**src/spq_pkg.sv**
```systemverilog
// spq_pkg: shared types, codes and default sizes for the stable sorted priority queue
// no dependencies; used by spq_cell, stable_sorted_priority_queue, spq_checker and the bench
`default_nettype none

package spq_pkg;

  localparam int DefQueueDepth    = 16;
  localparam int DefTagBits       = 16;
  localparam int DefPriorityBits  = 8;

  localparam int STATUS_BITS = 2;

  // opcode values
  localparam logic OP_PUSH = 1'b0;
  localparam logic OP_POP  = 1'b1;

  // status codes
  localparam logic [STATUS_BITS-1:0] ST_DONE  = 2'd0;
  localparam logic [STATUS_BITS-1:0] ST_EMPTY = 2'd1;
  localparam logic [STATUS_BITS-1:0] ST_FULL  = 2'd2;

  // per-cycle command seen by every cell
  typedef struct packed {
    logic push;
    logic pop;
  } cell_ctl_t;

endpackage

`default_nettype wire

```
**src/stable_sorted_priority_queue.sv**
```systemverilog
// stable_sorted_priority_queue: a word is accepted every cycle (busy stays low)
// the result appears with done in the cycle after start and lasts one cycle
// a row of QUEUE_DEPTH cells compares and shifts in parallel on each push and pop
// synchronous active-high rst empties the queue; slot contents are not cleared
`default_nettype none

module stable_sorted_priority_queue #(
  parameter int QUEUE_DEPTH   = spq_pkg::DefQueueDepth,
  parameter int TAG_BITS      = spq_pkg::DefTagBits,
  parameter int PRIORITY_BITS = spq_pkg::DefPriorityBits,
  localparam int OCC_BITS     = $clog2(QUEUE_DEPTH + 1)
) (
  input  wire                                clk,
  input  wire                                rst,
  input  wire                                start,
  output logic                               busy,
  input  wire                                opcode,
  input  wire [TAG_BITS-1:0]                 entry_tag,
  input  wire [PRIORITY_BITS-1:0]            entry_priority,
  output logic                               done,
  output logic [spq_pkg::STATUS_BITS-1:0]    status,
  output logic [TAG_BITS-1:0]                popped_tag,
  output logic [PRIORITY_BITS-1:0]           popped_priority,
  output logic [OCC_BITS-1:0]                occupancy
);
  import spq_pkg::*;

  localparam logic [OCC_BITS-1:0] FULL_COUNT = OCC_BITS'(QUEUE_DEPTH);

  logic                     accept;
  logic                     is_full;
  logic                     is_empty;
  cell_ctl_t                ctl;
  logic [OCC_BITS-1:0]      count;
  logic [OCC_BITS-1:0]      count_next;
  logic [STATUS_BITS-1:0]   status_next;

  logic [QUEUE_DEPTH-1:0]   occ;
  logic [QUEUE_DEPTH-1:0]   ahead;
  logic [TAG_BITS-1:0]      cell_tag [QUEUE_DEPTH];
  logic [PRIORITY_BITS-1:0] cell_pri [QUEUE_DEPTH];

  assign busy     = 1'b0;
  assign accept   = start && !busy;
  assign is_full  = (count == FULL_COUNT);
  assign is_empty = (count == '0);

  assign ctl.push = accept && (opcode == OP_PUSH) && !is_full;
  assign ctl.pop  = accept && (opcode == OP_POP) && !is_empty;

  for (genvar i = 0; i < QUEUE_DEPTH; i++) begin : g_cell
    logic                     lb;
    logic [TAG_BITS-1:0]      lt;
    logic [PRIORITY_BITS-1:0] lp;
    logic [TAG_BITS-1:0]      rt;
    logic [PRIORITY_BITS-1:0] rp;

    assign occ[i] = (count > OCC_BITS'(i));

    // nothing sits left of the head, so a head cell that yields takes the new entry
    if (i == 0) begin : g_head
      assign lb = 1'b1;
      assign lt = '0;
      assign lp = '0;
    end else begin : g_body
      assign lb = ahead[i-1];
      assign lt = cell_tag[i-1];
      assign lp = cell_pri[i-1];
    end

    // tail cell keeps its own contents on a pop
    if (i == QUEUE_DEPTH - 1) begin : g_tail
      assign rt = cell_tag[i];
      assign rp = cell_pri[i];
    end else begin : g_mid
      assign rt = cell_tag[i+1];
      assign rp = cell_pri[i+1];
    end

    spq_cell #(
      .TAG_BITS      (TAG_BITS),
      .PRIORITY_BITS (PRIORITY_BITS)
    ) u_cell (
      .clk            (clk),
      .ctl            (ctl),
      .occupied       (occ[i]),
      .new_tag        (entry_tag),
      .new_priority   (entry_priority),
      .left_ahead     (lb),
      .left_tag       (lt),
      .left_priority  (lp),
      .right_tag      (rt),
      .right_priority (rp),
      .ahead          (ahead[i]),
      .tag            (cell_tag[i]),
      .priority_q     (cell_pri[i])
    );
  end

  always_comb begin
    count_next  = count;
    status_next = ST_DONE;
    if (ctl.push) begin
      count_next = count + OCC_BITS'(1);
    end else if (ctl.pop) begin
      count_next = count - OCC_BITS'(1);
    end
    if (opcode == OP_PUSH && is_full) begin
      status_next = ST_FULL;
    end else if (opcode == OP_POP && is_empty) begin
      status_next = ST_EMPTY;
    end
  end

  always_ff @(posedge clk) begin
    if (rst) begin
      count <= '0;
      done  <= 1'b0;
    end else begin
      count <= count_next;
      done  <= accept;
    end
  end

  always_ff @(posedge clk) begin
    if (accept) begin
      status          <= status_next;
      popped_tag      <= ctl.pop ? cell_tag[0] : '0;
      popped_priority <= ctl.pop ? cell_pri[0] : '0;
    end
  end

  assign occupancy = count;

endmodule

`default_nettype wire

```
**src/spq_cell.sv**
```systemverilog
// spq_cell: one slot of the sorted shift queue, holds a tag and a priority
// depends on spq_pkg for the command struct
`default_nettype none

module spq_cell #(
  parameter int TAG_BITS      = spq_pkg::DefTagBits,
  parameter int PRIORITY_BITS = spq_pkg::DefPriorityBits
) (
  input  wire                      clk,
  input  spq_pkg::cell_ctl_t       ctl,
  input  wire                      occupied,
  input  wire [TAG_BITS-1:0]       new_tag,
  input  wire [PRIORITY_BITS-1:0]  new_priority,
  input  wire                      left_ahead,
  input  wire [TAG_BITS-1:0]       left_tag,
  input  wire [PRIORITY_BITS-1:0]  left_priority,
  input  wire [TAG_BITS-1:0]       right_tag,
  input  wire [PRIORITY_BITS-1:0]  right_priority,
  output logic                     ahead,
  output logic [TAG_BITS-1:0]      tag,
  output logic [PRIORITY_BITS-1:0] priority_q
);
  import spq_pkg::*;

  logic [TAG_BITS-1:0]      tag_next;
  logic [PRIORITY_BITS-1:0] priority_next;

  // stored entry stays ahead of the new one (ties keep arrival order)
  assign ahead = occupied && (priority_q <= new_priority);

  always_comb begin
    tag_next      = tag;
    priority_next = priority_q;
    if (ctl.pop) begin
      tag_next      = right_tag;
      priority_next = right_priority;
    end else if (ctl.push && !ahead) begin
      if (left_ahead) begin
        tag_next      = new_tag;
        priority_next = new_priority;
      end else begin
        tag_next      = left_tag;
        priority_next = left_priority;
      end
    end
  end

  always_ff @(posedge clk) begin
    tag        <= tag_next;
    priority_q <= priority_next;
  end

endmodule

`default_nettype wire

```
**config.mk**
```make
export PLATFORM = sky130hd
export DESIGN_NAME = stable_sorted_priority_queue
export DESIGN_NICKNAME = d
export VERILOG_FILES = /design/src/spq_pkg.sv /design/src/stable_sorted_priority_queue.sv /design/src/spq_cell.sv
export SDC_FILE = /design/constraint.sdc
export NUM_CORES = 1
export LEC_CHECK = 0
export ABC_AREA = 1
export ABC_CLOCK_PERIOD_IN_PS = 5000
export BUFFER_PORTS_ARGS = -buffer_cell sky130_fd_sc_hd__buf_2
export CORE_ASPECT_RATIO = 0.8
export CORE_MARGIN = 2
export CORE_UTILIZATION = 40
export DETAILED_ROUTE_END_ITERATION = 10
export MAX_ROUTING_LAYER = met4
export PLACE_DENSITY = 0.65
export SETUP_SLACK_MARGIN = 0.02
export SLEW_MARGIN = 10
export SYNTH_ARGS = -nofsm -noshare
export SYNTH_HDL_FRONTEND = slang
export SYNTH_SLANG_ARGS = --single-unit
```
**constraint.sdc**
```tcl
create_clock -name clk -period 5 [get_ports clk]
set_input_delay 0.5 -clock clk [delete_from_list [all_inputs] [get_ports clk]]
set_output_delay 0.5 -clock clk [all_outputs]
set_load 0.05 [all_outputs]
```
==> impl_metrics.json <==
{
  "status": "completed",
  "antenna_found_initial": 0,
  "top_layer": "met4",
  "arrival_ns": 3.90,
  "hold_path.class": "primary input to flip-flop",
  "diodes": 0,
  "setup_violations": 0,
  "fmax_mhz": 274.3,
  "ys_ff_latch": 416,
  "drc": 0,
  "period_needed_ns": 3.645,
  "p_int_uw": 8560,
  "synthDistinctLibCells": 33,
  "cts_hold_buffers": 0,
  "root_buffer": "clkbuf_16",
  "cts_tree": "yes",
  "syn_inst": 3338,
  "required_ns": 5.26,
  "synth_seq_area_share": 0.4766,
  "dpl.hpwl_um": 53830,
  "fin_util": 0.4438,
  "first_pass_iters": 7,
  "drt_iter0_drc": 2508,
  "viasPerCell": 5.444,
  "syn-cell-area_um2": 26080,
  "cts_setup_buffers": 0,
  "met2WireLength_um": 34970,
  "drive_gt1_frac": 0.06893,
  "port_buffers": 59,
  "clock_power_share": 0.229,
  "final.setup.tns_ns": 0,
  "power_uw": 14250,
  "vdd.ir_drop.worst_mv": 0.2715,
  "final.period_utilization": 0.7290,
  "htree_levels": 2,
  "p_sw_frac": 0.3991,
  "overflow": 0,
  "grt_pass1_wl_um": 123300,
  "cts_buffers": 44,
  "drt-met1-wl_um": 34310,
  "synth_ff_type": "edfxtp_1",
  "clockBufferDepth": 3,
  "comb_power_share": 0.363,
  "power_density_nw_per_um2": 499.3,
  "routabilityCongestion": 0.9058,
  "worstMarginPinSlew_ns": 1.211,
  "nNetsFinal": 3478,
  "hold_slack_ns": 0.08801,
  "yosysTopAreaCellShare": 0.4720,
  "maxSlewHeadroom": 0.1917,
  "p_switching_uw": 5685,
  "critical_path_class": "flip-flop to flip-flop",
  "grt_pass1_vias": 21660,
  "die_w_um": 289.5,
  "design_area_um2": 28530,
  "start_util": 0.4057,
  "synth_edf_count": 410,
  "die_h_um": 232.4,
  "area_growth_pct": 9.388,
  "final_hold_viol_count": 0,
  "syn-num-nets": 3500,
  "post_drt_wl_per_cell_um": 18.72,
  "ys_top_cells_by_area": "edfxtp_1, nand2_1, nand3_1",
  "ys_warn_count": 0,
  "critPathMaxFanout": 43,
  "cts_sinks": 416,
  "cts_resized": 0,
  "core_region_area_um2": 64280,
  "syn_area_per_cell_um2": 7.814,
  "finalMaxSlewViolations": 0,
  "power_leakage_uw": 0.01379,
  "grtUsageTotal": 0.2411,
  "clk_pin_slew_ns": 0.06,
  "wl_met3_um": 7404,
  "fin_worst_skew_ns": 0.02650,
  "rsz0062_at_grt": "no",
  "postRouteAntennaNets": 0,
  "clk_latency_ns": 0.58,
  "vias": 22870,
  "worstSetupEndpointType": "flip-flop",
  "setup.worst_path.start_class": "flip-flop",
  "power_frac_seq": 0.409,
  "place_area_um2": 27160,
  "rows": 83,
  "synth_common_cells": "nand2_1, nand3_1, inv_1, edfxtp_1, ha_1",
  "ys_async_sr_fraction": 0,
  "routed_wl_um": 78640,
  "yosysMostFrequentCell": "nand2_1",
  "grt_max_degree": 216,
  "die-area_um2": 67280,
  "boundaryPins": 61,
  "synth_area_leader_cell": "edfxtp_1",
  "maxCapViolations": 0
}
## power groups by stage
stage	logic (µW)	clock network [µW]	registers (µW)
after detailed placement	5080	0	5860
after floorplan	3640	0	5710
final	5170	3260	5820
after CTS	5100	3290	5810
after global placement	4980	0	5870
after global routing	5850	3430	5900
## worst paths after layout
path                                 start                       end  slack, ns  cells past startpoint
setup / recovery              occupancy[1]   g_cell[9].u_cell.tag[9]       1.35                      8
hold / removal                         rst                      done       0.09                      2
setup reg to reg              occupancy[1]   g_cell[9].u_cell.tag[9]       1.35                      8
hold reg to reg   g_cell[15].u_cell.tag[9]  g_cell[14].u_cell.tag[9]       0.51                      2
## cells in the final DEF, fill, tap and decap left out, types with 5 or more instances in the layout
cell type      n
a31oi_2       14
o21ai_1       23
ha_1         134
o21ai_0       35
a21oi_1       42
a21o_1        15
nand4_1       15
buf_2         59
dfxtp_1        6
nand3_1      678
clkinv_1       8
nor2_1        78
clkinvlp_4     5
nand2_1     1234
clkbuf_1      13
clkbuf_16     44
buf_4         70
o21ai_2        5
inv_1        423
clkinv_2       5
edfxtp_1     410
## registers in the layout, summed over array words and instances (netlist names)
register	flops
g_cell.u_cell.priority_q	128
popped_tag	16
status	2
popped_priority	8
occupancy	5
done	1
g_cell.u_cell.tag	256
## kinds of logic after synthesis
| family | Yosys count | share of synthesized area |
|---|---|---|
| AO/OA/AOI/OAI | 143 | 0.03267 |
| XOR/XNOR | 1 | 0.0003359 |
| adder cells (fa/ha/maj) | 134 | 0.06428 |
| buffers and inverters | 630 | 0.1008 |
| flip-flops | 416 | 0.4766 |
| other | 1 | 0.0001438 |
| AND/OR/NAND/NOR | 2013 | 0.3251 |
## per-layer routing
metal | global-route usage | vias up
met4 | 0.06651 | 0
met5 | - | -
li1 | - | 10840
met1 | 0.3358 | 10890
met2 | 0.3570 | 1017
met3 | 0.04775 | 131
## critical path, stage by stage, from the launching register on
cell and delay [ns]:
dfxtp_1 0.53, inv_1 0.18, ha_1 0.27, nand2_4 0.31, nand2_8 0.29, nand2_1 0.26, inv_1 0.37, a31oi_2 0.72
buf_4 0.38
## per-stage QoR
| stage | instances | worst slack (ns) |
|---|---|---|
| floorplan | 3338 | 1.117 |
| global placement | 4120 | 1.391 |
| detailed placement | 4120 | 1.309 |
| CTS | 4201 | 1.384 |
| global route | 4201 | 1.101 |
| finish | 4201 | 1.355 |
## final cells by class
class,count,area [µm²]
clock inverters,23,211.5
multi-input cells,2292,11140
inverters,429,1619
fillers,6472,35750
clock buffers,58,1164
flip-flops and latches,416,12430
well taps,850,1064
repair buffers,133,900.9
(Power assumes the default switching activity.)
